<file path="config.mk">
export PLATFORM = sky130hd
export DESIGN_NAME = dual_deadline_timer_compare
export DESIGN_NICKNAME = d
export VERILOG_FILES = /design/src/design/ddtc_pkg.sv /design/src/design/dual_deadline_timer_compare.sv /design/src/design/ddtc_front.sv /design/src/design/ddtc_queue.sv /design/src/design/ddtc_back.sv
export SDC_FILE = /design/constraint.sdc
export NUM_CORES = 2
export LEC_CHECK = 0
export BUFFER_PORTS_ARGS = -buffer_cell sky130_fd_sc_hd__buf_2
export CAP_MARGIN = 20
export CORE_UTILIZATION = 40
export DETAILED_ROUTE_END_ITERATION = 7
export PLACE_DENSITY_LB_ADDON = 0.3
export SLEW_MARGIN = 20
export SYNTH_ARGS = -nofsm -noshare
export SYNTH_HDL_FRONTEND = slang
export SYNTH_SLANG_ARGS = --single-unit
</file>
<file path="constraint.sdc">
create_clock -name clk -period 16.4 [get_ports clk]
set_input_delay 0.82 -clock clk [delete_from_list [all_inputs] [get_ports clk]]
set_output_delay 0.82 -clock clk [all_outputs]
set_load 0.02 [all_outputs]
</file>
<file path="src/design/ddtc_pkg.sv">
`timescale 1ns / 1ps
`default_nettype none
// ----------------------------------------------------------------------------
// ddtc_pkg
// Shared types and constants for the dual deadline timer compare block.
// ----------------------------------------------------------------------------
package ddtc_pkg;

    localparam int NUM_CORES   = 4;
    localparam int CORE_W      = 2;
    localparam int CORE_IDX_W  = (NUM_CORES > 1) ? $clog2(NUM_CORES) : 1;
    localparam int TIME_W      = 64;
    localparam int PERIOD_W    = 32;
    localparam int DELTA_W     = 32;
    localparam int KIND_W      = 3;
    localparam int OP_W        = 3;

    localparam int QUEUE_DEPTH = 2;
    localparam int QPTR_W      = (QUEUE_DEPTH > 1) ? $clog2(QUEUE_DEPTH) : 1;
    localparam int QCNT_W      = $clog2(QUEUE_DEPTH + 1);

    localparam logic [TIME_W-1:0]   NEVER_DEADLINE = {TIME_W{1'b1}};
    localparam logic [PERIOD_W-1:0] PERIOD_RESET   = PERIOD_W'(1000);

    // Input kind codes
    localparam logic [KIND_W-1:0] KIND_CLEAR   = 3'd0;
    localparam logic [KIND_W-1:0] KIND_START   = 3'd1;
    localparam logic [KIND_W-1:0] KIND_ARM     = 3'd2;
    localparam logic [KIND_W-1:0] KIND_DISARM  = 3'd3;
    localparam logic [KIND_W-1:0] KIND_SERVICE = 3'd4;

    // Internal operation codes carried through the queue
    localparam logic [OP_W-1:0] OP_NONE    = 3'd0;
    localparam logic [OP_W-1:0] OP_CLEAR   = 3'd1;
    localparam logic [OP_W-1:0] OP_TICK    = 3'd2;
    localparam logic [OP_W-1:0] OP_ARM     = 3'd3;
    localparam logic [OP_W-1:0] OP_DISARM  = 3'd4;
    localparam logic [OP_W-1:0] OP_SERVICE = 3'd5;

    typedef struct packed {
        logic [OP_W-1:0]   op;
        logic              core_ok;
        logic [CORE_W-1:0] core;
        logic [TIME_W-1:0] now;
        logic [TIME_W-1:0] sum;     // now + period or now + delta
    } item_t;

endpackage
`default_nettype wire

</file>
<file path="src/design/dual_deadline_timer_compare.sv">
`timescale 1ns / 1ps
`default_nettype none
// ----------------------------------------------------------------------------
// dual_deadline_timer_compare
// Per-core timer compare value from a periodic tick and a one-shot deadline.
//
// Input channel (in_valid / in_stall) carries kind, core, now and delta; one
// result transfer (out_valid / out_stall) follows every input transfer, in
// order, with core_out, compare_value and the two expiry flags.
// The period register is written through cfg_wr_en / cfg_wr_data; the user
// must write it only while the block is idle, which the block itself does
// not enforce. It resets to 1000. The front decodes and forms now + period
// or now + delta into a two-entry queue; the back end takes the head item,
// updates the core's deadlines and registers the minimum in the result
// register. Throughput is one item per cycle while out_stall is low,
// limited by the single read-modify-write of the deadline registers.
// Reset sets every deadline to all ones, empties the queue and drops
// out_valid. While out_stall is high the result holds and the queue keeps
// taking items until both entries are used, then in_stall rises.
// ----------------------------------------------------------------------------
module dual_deadline_timer_compare
(
    input  wire logic                              clk,
    input  wire logic                              rst_n,
    input  wire logic                              cfg_wr_en,
    input  wire logic [ddtc_pkg::PERIOD_W-1:0]     cfg_wr_data,
    input  wire logic                              in_valid,
    output logic                                   in_stall,
    input  wire logic [ddtc_pkg::KIND_W-1:0]       kind,
    input  wire logic [ddtc_pkg::CORE_W-1:0]       core,
    input  wire logic [ddtc_pkg::TIME_W-1:0]       now,
    input  wire logic [ddtc_pkg::DELTA_W-1:0]      delta,
    output logic                                   out_valid,
    input  wire logic                              out_stall,
    output logic [ddtc_pkg::CORE_W-1:0]            core_out,
    output logic [ddtc_pkg::TIME_W-1:0]            compare_value,
    output logic                                   oneshot_expired,
    output logic                                   tick_expired
);

    ddtc_pkg::item_t               front_item;
    ddtc_pkg::item_t               head_item;
    logic [ddtc_pkg::PERIOD_W-1:0] period;
    logic                          full;
    logic                          empty;
    logic                          push;
    logic                          pop;

    assign in_stall = full;
    assign push     = in_valid && !full;

    ddtc_front u_front
    (
        .clk         (clk),
        .rst_n       (rst_n),
        .cfg_wr_en   (cfg_wr_en),
        .cfg_wr_data (cfg_wr_data),
        .kind        (kind),
        .core        (core),
        .now         (now),
        .delta       (delta),
        .item        (front_item),
        .period      (period)
    );

    ddtc_queue u_queue
    (
        .clk       (clk),
        .rst_n     (rst_n),
        .push      (push),
        .push_item (front_item),
        .pop       (pop),
        .head_item (head_item),
        .full      (full),
        .empty     (empty)
    );

    ddtc_back u_back
    (
        .clk             (clk),
        .rst_n           (rst_n),
        .head_item       (head_item),
        .empty           (empty),
        .period          (period),
        .pop             (pop),
        .out_valid       (out_valid),
        .out_stall       (out_stall),
        .core_out        (core_out),
        .compare_value   (compare_value),
        .oneshot_expired (oneshot_expired),
        .tick_expired    (tick_expired)
    );

endmodule
`default_nettype wire

</file>
<file path="src/design/ddtc_front.sv">
`timescale 1ns / 1ps
`default_nettype none
// ----------------------------------------------------------------------------
// ddtc_front
// Holds the period register, decodes the kind and forms the new deadline.
// ----------------------------------------------------------------------------
module ddtc_front
(
    input  wire logic                            clk,
    input  wire logic                            rst_n,
    input  wire logic                            cfg_wr_en,
    input  wire logic [ddtc_pkg::PERIOD_W-1:0]   cfg_wr_data,
    input  wire logic [ddtc_pkg::KIND_W-1:0]     kind,
    input  wire logic [ddtc_pkg::CORE_W-1:0]     core,
    input  wire logic [ddtc_pkg::TIME_W-1:0]     now,
    input  wire logic [ddtc_pkg::DELTA_W-1:0]    delta,
    output ddtc_pkg::item_t                      item,
    output logic [ddtc_pkg::PERIOD_W-1:0]        period
);

    logic [ddtc_pkg::PERIOD_W-1:0] tick_period_reg;
    logic [ddtc_pkg::TIME_W-1:0]   offset;

    always_ff @(posedge clk or negedge rst_n)
    begin
        if (!rst_n)
        begin
            tick_period_reg <= ddtc_pkg::PERIOD_RESET;
        end
        else if (cfg_wr_en)
        begin
            tick_period_reg <= cfg_wr_data;
        end
    end

    always_comb
    begin
        case (kind)
            ddtc_pkg::KIND_CLEAR:   item.op = ddtc_pkg::OP_CLEAR;
            ddtc_pkg::KIND_START:   item.op = ddtc_pkg::OP_TICK;
            ddtc_pkg::KIND_ARM:     item.op = ddtc_pkg::OP_ARM;
            ddtc_pkg::KIND_DISARM:  item.op = ddtc_pkg::OP_DISARM;
            ddtc_pkg::KIND_SERVICE: item.op = ddtc_pkg::OP_SERVICE;
            default:                item.op = ddtc_pkg::OP_NONE;
        endcase

        // one shared adder: delta for arm, period otherwise
        if (kind == ddtc_pkg::KIND_ARM)
        begin
            offset = ddtc_pkg::TIME_W'(delta);
        end
        else
        begin
            offset = ddtc_pkg::TIME_W'(tick_period_reg);
        end

        item.core_ok = ({1'b0, core} < (ddtc_pkg::CORE_W + 1)'(ddtc_pkg::NUM_CORES));
        item.core    = core;
        item.now     = now;
        item.sum     = now + offset;
    end

    assign period = tick_period_reg;

endmodule
`default_nettype wire

</file>
<file path="src/design/ddtc_queue.sv">
`timescale 1ns / 1ps
`default_nettype none
// ----------------------------------------------------------------------------
// ddtc_queue
// Short FIFO between the decode front and the deadline back end.
// ----------------------------------------------------------------------------
module ddtc_queue
(
    input  wire logic            clk,
    input  wire logic            rst_n,
    input  wire logic            push,
    input  ddtc_pkg::item_t      push_item,
    input  wire logic            pop,
    output ddtc_pkg::item_t      head_item,
    output logic                 full,
    output logic                 empty
);

    ddtc_pkg::item_t               entry_reg [ddtc_pkg::QUEUE_DEPTH];
    logic [ddtc_pkg::QPTR_W-1:0]   wr_ptr_reg;
    logic [ddtc_pkg::QPTR_W-1:0]   rd_ptr_reg;
    logic [ddtc_pkg::QCNT_W-1:0]   count_reg;
    logic [ddtc_pkg::QPTR_W-1:0]   wr_ptr_next;
    logic [ddtc_pkg::QPTR_W-1:0]   rd_ptr_next;
    logic [ddtc_pkg::QCNT_W-1:0]   count_next;

    localparam logic [ddtc_pkg::QPTR_W-1:0] PTR_LAST = ddtc_pkg::QPTR_W'(ddtc_pkg::QUEUE_DEPTH - 1);
    localparam logic [ddtc_pkg::QCNT_W-1:0] CNT_FULL = ddtc_pkg::QCNT_W'(ddtc_pkg::QUEUE_DEPTH);

    assign full      = (count_reg == CNT_FULL);
    assign empty     = (count_reg == '0);
    assign head_item = entry_reg[rd_ptr_reg];

    always_comb
    begin
        wr_ptr_next = wr_ptr_reg;
        rd_ptr_next = rd_ptr_reg;
        count_next  = count_reg;
        if (push)
        begin
            wr_ptr_next = (wr_ptr_reg == PTR_LAST) ? '0 : wr_ptr_reg + 1'b1;
        end
        if (pop)
        begin
            rd_ptr_next = (rd_ptr_reg == PTR_LAST) ? '0 : rd_ptr_reg + 1'b1;
        end
        if (push && !pop)
        begin
            count_next = count_reg + 1'b1;
        end
        else if (pop && !push)
        begin
            count_next = count_reg - 1'b1;
        end
    end

    always_ff @(posedge clk or negedge rst_n)
    begin
        if (!rst_n)
        begin
            wr_ptr_reg <= '0;
            rd_ptr_reg <= '0;
            count_reg  <= '0;
        end
        else
        begin
            wr_ptr_reg <= wr_ptr_next;
            rd_ptr_reg <= rd_ptr_next;
            count_reg  <= count_next;
        end
    end

    always_ff @(posedge clk)
    begin
        if (push)
        begin
            entry_reg[wr_ptr_reg] <= push_item;
        end
    end

    a_no_overfill: assert property (@(posedge clk) disable iff (!rst_n)
        count_reg <= CNT_FULL)
        else $error("queue count beyond depth");

    a_no_pop_empty: assert property (@(posedge clk) disable iff (!rst_n)
        pop |-> !empty)
        else $error("pop from empty queue");

endmodule
`default_nettype wire

</file>
<file path="src/design/ddtc_back.sv">
`timescale 1ns / 1ps
`default_nettype none
// ----------------------------------------------------------------------------
// ddtc_back
// Per-core deadline registers, update and compare-value result register.
// ----------------------------------------------------------------------------
module ddtc_back
(
    input  wire logic                              clk,
    input  wire logic                              rst_n,
    input  ddtc_pkg::item_t                        head_item,
    input  wire logic                              empty,
    input  wire logic [ddtc_pkg::PERIOD_W-1:0]     period,
    output logic                                   pop,
    output logic                                   out_valid,
    input  wire logic                              out_stall,
    output logic [ddtc_pkg::CORE_W-1:0]            core_out,
    output logic [ddtc_pkg::TIME_W-1:0]            compare_value,
    output logic                                   oneshot_expired,
    output logic                                   tick_expired
);

    logic [ddtc_pkg::TIME_W-1:0]   tick_deadline_reg    [ddtc_pkg::NUM_CORES];
    logic [ddtc_pkg::TIME_W-1:0]   oneshot_deadline_reg [ddtc_pkg::NUM_CORES];

    logic                          out_valid_reg;
    logic [ddtc_pkg::CORE_W-1:0]   core_out_reg;
    logic [ddtc_pkg::TIME_W-1:0]   compare_value_reg;
    logic                          oneshot_expired_reg;
    logic                          tick_expired_reg;

    logic [ddtc_pkg::CORE_IDX_W-1:0] idx;
    logic [ddtc_pkg::TIME_W-1:0]     tick_cur;
    logic [ddtc_pkg::TIME_W-1:0]     oneshot_cur;
    logic [ddtc_pkg::TIME_W-1:0]     tick_next;
    logic [ddtc_pkg::TIME_W-1:0]     oneshot_next;
    logic [ddtc_pkg::TIME_W-1:0]     compare_next;
    logic                            os_hit;
    logic                            tk_hit;

    // result register frees up when empty or being taken this cycle
    assign pop = !empty && (!out_valid_reg || !out_stall);

    always_comb
    begin
        idx          = head_item.core[ddtc_pkg::CORE_IDX_W-1:0];
        tick_cur     = tick_deadline_reg[idx];
        oneshot_cur  = oneshot_deadline_reg[idx];
        tick_next    = tick_cur;
        oneshot_next = oneshot_cur;
        os_hit       = 1'b0;
        tk_hit       = 1'b0;

        case (head_item.op)
            ddtc_pkg::OP_CLEAR:
            begin
                tick_next    = ddtc_pkg::NEVER_DEADLINE;
                oneshot_next = ddtc_pkg::NEVER_DEADLINE;
            end
            ddtc_pkg::OP_TICK:
            begin
                tick_next = head_item.sum;
            end
            ddtc_pkg::OP_ARM:
            begin
                oneshot_next = head_item.sum;
            end
            ddtc_pkg::OP_DISARM:
            begin
                oneshot_next = ddtc_pkg::NEVER_DEADLINE;
            end
            ddtc_pkg::OP_SERVICE:
            begin
                os_hit = (head_item.now >= oneshot_cur);
                tk_hit = (head_item.now >= tick_cur);
                if (os_hit)
                begin
                    oneshot_next = ddtc_pkg::NEVER_DEADLINE;
                end
                if (tk_hit)
                begin
                    // advance from the old deadline, wraps modulo 2^64
                    tick_next = tick_cur + ddtc_pkg::TIME_W'(period);
                end
            end
            default:
            begin
                tick_next    = tick_cur;
                oneshot_next = oneshot_cur;
            end
        endcase

        if (head_item.core_ok)
        begin
            compare_next = (tick_next < oneshot_next) ? tick_next : oneshot_next;
        end
        else
        begin
            compare_next = ddtc_pkg::NEVER_DEADLINE;
            os_hit       = 1'b0;
            tk_hit       = 1'b0;
        end
    end

    always_ff @(posedge clk or negedge rst_n)
    begin
        if (!rst_n)
        begin
            for (int i = 0; i < ddtc_pkg::NUM_CORES; i++)
            begin
                tick_deadline_reg[i]    <= ddtc_pkg::NEVER_DEADLINE;
                oneshot_deadline_reg[i] <= ddtc_pkg::NEVER_DEADLINE;
            end
            out_valid_reg <= 1'b0;
        end
        else
        begin
            if (pop && head_item.core_ok)
            begin
                tick_deadline_reg[idx]    <= tick_next;
                oneshot_deadline_reg[idx] <= oneshot_next;
            end
            if (pop)
            begin
                out_valid_reg <= 1'b1;
            end
            else if (!out_stall)
            begin
                out_valid_reg <= 1'b0;
            end
        end
    end

    always_ff @(posedge clk)
    begin
        if (pop)
        begin
            core_out_reg        <= head_item.core;
            compare_value_reg   <= compare_next;
            oneshot_expired_reg <= os_hit;
            tick_expired_reg    <= tk_hit;
        end
    end

    assign out_valid       = out_valid_reg;
    assign core_out        = core_out_reg;
    assign compare_value   = compare_value_reg;
    assign oneshot_expired = oneshot_expired_reg;
    assign tick_expired    = tick_expired_reg;

    a_bad_core_never: assert property (@(posedge clk) disable iff (!rst_n)
        (pop && !head_item.core_ok) |=>
            (compare_value_reg == ddtc_pkg::NEVER_DEADLINE)
            && !oneshot_expired_reg && !tick_expired_reg)
        else $error("out-of-range core gave a live result");

    a_clear_never: assert property (@(posedge clk) disable iff (!rst_n)
        (pop && head_item.core_ok && (head_item.op == ddtc_pkg::OP_CLEAR)) |=>
            (compare_value_reg == ddtc_pkg::NEVER_DEADLINE))
        else $error("clear did not give a never deadline");

    a_flags_service_only: assert property (@(posedge clk) disable iff (!rst_n)
        (pop && (head_item.op != ddtc_pkg::OP_SERVICE)) |=>
            !oneshot_expired_reg && !tick_expired_reg)
        else $error("expiry flag outside service");

endmodule
`default_nettype wire

</file>
# Yosys cells after proc, flatten, opt, wreduce, memory -nomap -nowiden
# Memory sizes are Yosys's and may differ from the RTL's.
# Cells that the tools add are included.
[op_classes]
n_addsub = 6
magnitude_cmp = 5
n_eq_ne = 11
n_mux = 25
bitwise_logic = 1
n_reduce_logical = 18
[op_table]
columns = ["op", "n"]
rows = [
  ["256-bit bitwise mux", 2],
  ["64-bit two-way mux", 8],
  ["64-bit case mux with 3 select lines", 2],
  ["64-bit binary-select mux with 2-bit select", 2],
  ["64-bit by 32-bit adder with 64-bit output", 2],
  ["64-bit demux with 2-bit select", 1],
  ["64-bit greater-or-equal comparator", 2],
  ["64-bit less-than comparator", 1],
  ["32-bit two-way mux", 1],
  ["3-bit case mux with 5 select lines", 1],
  ["3-bit by 2-bit == test with 1-bit output, second input constant", 4],
  ["3-bit == test, second input constant", 3],
  ["3-bit by 1-bit == test with 1-bit output, second input constant", 2],
  ["1-bit zero test", 6],
  ["1-bit two-way mux", 6],
  ["1-bit logical AND", 5],
  ["2-bit two-way mux", 2],
  ["3-bit greater-or-equal comparator, second input constant", 1],
  ["3-bit zero test", 1],
  ["3-bit by 1-bit less-than comparator with 1-bit output, second input constant", 1],
  ["2-bit inverter with 3-bit output", 1],
  ["1-bit adder, second input constant", 2],
  ["2-bit by 1-bit adder with 2-bit output, second input constant", 1],
  ["2-bit == test, second input constant", 1],
  ["8 further kinds", 8],
]
[totals]
register_bits = 617
mem_bits_rw = 266
inputBits = 138
word_cells = 84
memories = 1
[mem_list]
columns = ["name", "words", "word_bits", "rd", "rd_ports_with_merged_regs", "write_ports", "line", "text"]
rows = [
  ["u_queue.entry_reg", 2, 133, 1, 0, 1, "ddtc_queue.sv:19", "ddtc_pkg::item_t entry_reg [ddtc_pkg::QUEUE_DEPTH];"],
]

# Depth between registers and ports, before layout
# An unclocked memory read counts as a cell.
[depth]
depth_word = 10
mapped_depth = 36
mapped_depth_nobuf = 27

# By module
# A second synthesis with hierarchy kept.
[unflattened]
hier_cells = 4428
hier_area_um2 = 50104.3
[modules_own_cells]
columns = ["module", "instances", "cells_per_inst", "area_per_inst_um2", "seq_area_each_um2"]
rows = [
  ["ddtc_back", 1, 3436, 35417.7, 15519.9],
  ["ddtc_queue", 1, 433, 10049.6, 8147.8],
  ["ddtc_front", 1, 558, 4623.2, 808.3],
  ["dual_deadline_timer_compare", 1, 1, 13.8, 0.0],
]

# Worst setup path after synthesis
# No wires, ideal clock.
[synth_timing]
kind = "reg2reg"
from = "register u_queue.rd_ptr_reg"
to = "register u_back.compare_value_reg, in the netlist u_back.compare_value[52], data pin"
setup_time_ps = 262
arrival_time_ps = 7692
required_ps = 16138
path_slack_ps = 8446
path_stages_with_launch = 34
path_cell_list = "dfrtp_1 > buf_4 > buf_1 > buf_1 > buf_2 > clkbuf_1 > clkbuf_1 > mux2_2 > ha_1 > a21o_1 > a21o_1 > a221oi_1 > o2111ai_1 > o31ai_1 > nand2_1 > clkbuf_1 > clkbuf_1 > nor3_1 > a311oi_1 > a21oi_1 > inv_1 > ha_1 > a21o_1 > a21o_1 > a21oi_1 > o21ai_0 > nand3_1 > nand2_1 > or3_1 > o221ai_1 > o21ai_1 > buf_2 > buf_2 > mux2_1"
[synth_between]
elab_chain_cells = 10
word_cells_on_any_way = 23
cone_classes = "1 x add/sub; 3 x order compare; 5 x eq/ne; 11 x mux; 1 x bitwise; 1 x reduce/logical; 1 x memory"
[synth_lines]
columns = ["item", "line", "text"]
rows = [
  ["start: declaration", "ddtc_queue.sv:21", "logic [ddtc_pkg::QPTR_W-1:0] rd_ptr_reg;"],
  ["start signal: assignment", "ddtc_queue.sv:68", "rd_ptr_reg <= rd_ptr_next;"],
  ["memory read 2 x 133 bit *", "--", ""],
  ["2-bit inverter with 3-bit output (not written as such)", "ddtc_back.sv:47", "tick_cur = tick_deadline_reg[idx];"],
  ["64-bit binary-select mux with 2-bit select", "ddtc_back.sv:47", ""],
  ["64-bit two-way mux (not written as such) (2 in series)", "ddtc_back.sv:47", ""],
  ["64-bit by 32-bit adder with 64-bit output or 64-bit greater-or-equal comparator (tied branches)", "ddtc_back.sv:83, ddtc_back.sv:75", ""],
  ["64-bit two-way mux", "ddtc_back.sv:80", "if (tk_hit)"],
  ["64-bit case mux with 3 select lines *", "ddtc_back.sv:54", "case (head_item.op)"],
  ["net u_back.tick_next (one bit)", "ddtc_back.sv:35", "logic [ddtc_pkg::TIME_W-1:0] tick_next;"],
  ["64-bit less-than comparator *", "ddtc_back.sv:95", "compare_next = (tick_next < oneshot_next) ? tick_next : oneshot_next;"],
  ["64-bit two-way mux *", "ddtc_back.sv:95", ""],
  ["end signal: assignment", "ddtc_back.sv:139", "compare_value_reg <= compare_next;"],
  ["end: declaration", "ddtc_back.sv:28", "logic [ddtc_pkg::TIME_W-1:0] compare_value_reg;"],
]
# The timed path passes the listed nets; every way through them passes the cells marked *. The select of a mux whose other input is x is not followed.
# A chain may end at the register's enable or synchronous reset.

# Final worst setup path
[layout_timing]
from = "register u_queue.rd_ptr_reg"
to = "register u_back.compare_value_reg, in the netlist u_back.compare_value[5], data pin"
# Same word-level chain as after synthesis.

==> impl_metrics.yaml <==
cells_and_area:
  fin_util_pct: 45.6
  final_nets: 4770
  instances_no_fill: 6058
  layout-drive-gt1-share_pct: 30.5
  largest_reg_flops: 266
  layout_commonest_cell: "nand2_1"
  syn_to_final_growth_pct: 12.5
  layout_common_cells: "586 x nand2_1, 518 x dfstp_2, 441 x o21ai_0"
  n_fill_cell: 11000
drt:
  drc: 0
  routed_wl_um: 155000
  via_per_inst: 5.76
  dr.max_layer_used: "met5"
  wl_met3_um: 8880
  wl_met1_um: 59500
  dr.pass1.iters: 8
  antenna_left: 0
  route.met2.wl_um: 76200
  wl_per_cell_um: 25.6
  vias: 34900
  drtIter0Drc: 3106
grt:
  antenna_found_initial: 8
  grt_pass1_wl_um: 229000
  grt_pass1_vias: 35000
  grt_max_degree: 153
  grt_use_total_pct: 25.4
  grt_overflow_total: 0
timing:
  slew_headroom_pct: 21.7
  skew_ns: 0.0392
  tns_ns: 0
  finalHoldViolations: 0
  rsz0062_at_grt: "no"
  fmax_mhz: 82.2
  min_period_ns: 12.17
  worstMarginPinSlew_ns: 1.17
  setup_viol: 0
  min_period_over_period_pct: 74.2
  fin_ws_ns: 4.23
  slew_violations: 0
placement:
  port_buffers: 207
  hpwl_um: 110000
  dp.cells: 5878
  preCtsSetupSlack_ns: 4.82
  place_congestion: 0.999
setup_path:
  r2r-start: "u_queue.rd_ptr_reg"
  endpoint: "u_back.compare_value[5]"
  critPathMaxStageDelay_ns: 0.81
  reg2reg_to: "u_back.compare_value[5]"
  criticalPathCategory: "reg2reg"
  critPathSlowestCell: "nor4_2"
  worstSetupStartpoint: "u_queue.rd_ptr_reg"
  r2r_setup_slack_ns: 4.23
  startpoint_type: "flop"
  path_max_fanout: 64
  r2r_cells: 29
  cp-end-kind: "flop"
  cp.arrival_ns: 12.62
  crit_top_cell: "buf_4"
  worst_ep_required_time_ns: 16.84
yosys:
  postSynth.asyncResetShare_pct: 62.2
  yosys_most_used_dff: "dfstp_2"
  yosysSeqAreaShare_pct: 50.8
  mappedNetlistArea_sq_mm: 0.0481
  syn_nets: 4626
  yosysUniqueCellTypes: 90
  postSynthAreaPerCell_sq_um: 11.4
  ys.warnings.count: 0
  synth_enable_flop_cells: 334
  synth_cells: 4230
  synth_seq_cells: 883
clock_tree:
  insertion_delay_ns: 0.70
  cts_setup_buffers: 0
  cts_buffer_depth: 3
  cts_tree: "done"
  htreeDepth: 3
  ctsHoldBuffers: 0
  clock_sink_count: 883
  cts_resized: 0
  clk_pin_slew_worst_paths_ns: 0.06
  cts_buffers: 94
  cts.root.buffer_cell: "clkbuf_16"
floorplan:
  die_w_um: 349
  fp.coreArea_sq_mm: 0.119
  fp.dieArea_sq_mm: 0.122
  ioPinCount: 208
  die_y_um: 349
  core.rowCount: 126
  initial_core_util_pct: 40.5
status:
  status: "finished, final reports clean"
min_path:
  hold_class: "in2async"
flow_run:
  cap_violations: 0
critical path, delay by kind of cell (launching register included):
family	cells	cell delay [ns]
and+or+nand+nor	8	3.13
buffers and inverters	8	3.01
muxes	3	1.07
AOI/OAI and AO/OA	8	3.29
adders and majority gates	2	0.50
DFF	1	0.71
stage by stage:
stage               hold WS (ns)  instance area (sq um)
CTS                        0.160                  54100
global placement           0.451                  50800
detailed placement         0.455                  50800
floorplan                  0.443                  48100
global route               0.202                  54100
finish                     0.169                  54100
logic make-up after synthesis:
logic type	after synthesis	synth area share [%]
flip-flops	883	50.8
XOR/XNOR	98	1.79
buffers and inverters	435	3.60
multiplexers	537	15.1
AO/OA/AOI/OAI	1009	12.7
adder cells (fa/ha/maj)	258	6.75
AND/OR/NAND/NOR	1010	9.25
cells in the mapped netlist, drive strengths merged (10+ instances only):
library cell,number,area [sq um]
o211ai,12,90.1
xor2,37,324
and3,22,138
nand2,591,2220
dfrtp,31,776
mux4,121,2730
and4,11,96.3
nor3,44,245
a21o,52,390
o21a,20,150
nor2,142,536
a221oi,22,199
o21ai,472,2370
o22ai,72,450
a21oi,159,796
ha,256,3200
dfstp,518,13600
o31ai,34,255
edfxtp,334,10000
nor2b,14,87.6
nand2b,14,87.6
mux2,300,3380
buf,56,304
xnor2,61,534
mux2i,116,1170
nor4,11,87.6
inv,219,827
or3,10,62.6
a211oi,27,218
a22oi,32,240
o21bai,13,97.6
nand3,73,365
nand4,51,325
clkbuf,160,601
layout make-up:
cell class | count | area, sq um | share of cell area, %
antenna | 2 | 5.00 | 0.00926
multi-input combinational | 2912 | 22000 | 40.8
clock inverter | 38 | 397 | 0.734
sequential | 883 | 24400 | 45.2
timing repair buffer | 264 | 1540 | 2.84
inverter | 219 | 836 | 1.55
tap | 1600 | 2000 | 3.70
clock buffer | 140 | 2810 | 5.21
per-layer routing:
metal	track usage, %	vias to the layer above
li1	-	15800
met2	43.8	1340
met1	30.3	17300
met3	3.49	409
met5	0	-
met4	15.0	6
how the worst min path moves through the flow:
stage | to | slack [ns] | cells after the start
2_1_floorplan | u_back.tick_deadline_reg[107] | 0.44 | 2
3_3_place_gp | u_back.tick_deadline_reg[127] | 0.45 | 2
3_5_place_dp | u_back.tick_deadline_reg[53] | 0.46 | 2
4_1_cts | u_back.out_valid | 0.16 | 1
5_1_grt | u_back.out_valid | 0.20 | 1
6_report | u_queue.wr_ptr_reg | 0.17 | 1
Power is not shown: default switching activity piles up to over one toggle a cycle in this logic, so the estimate is an artifact.
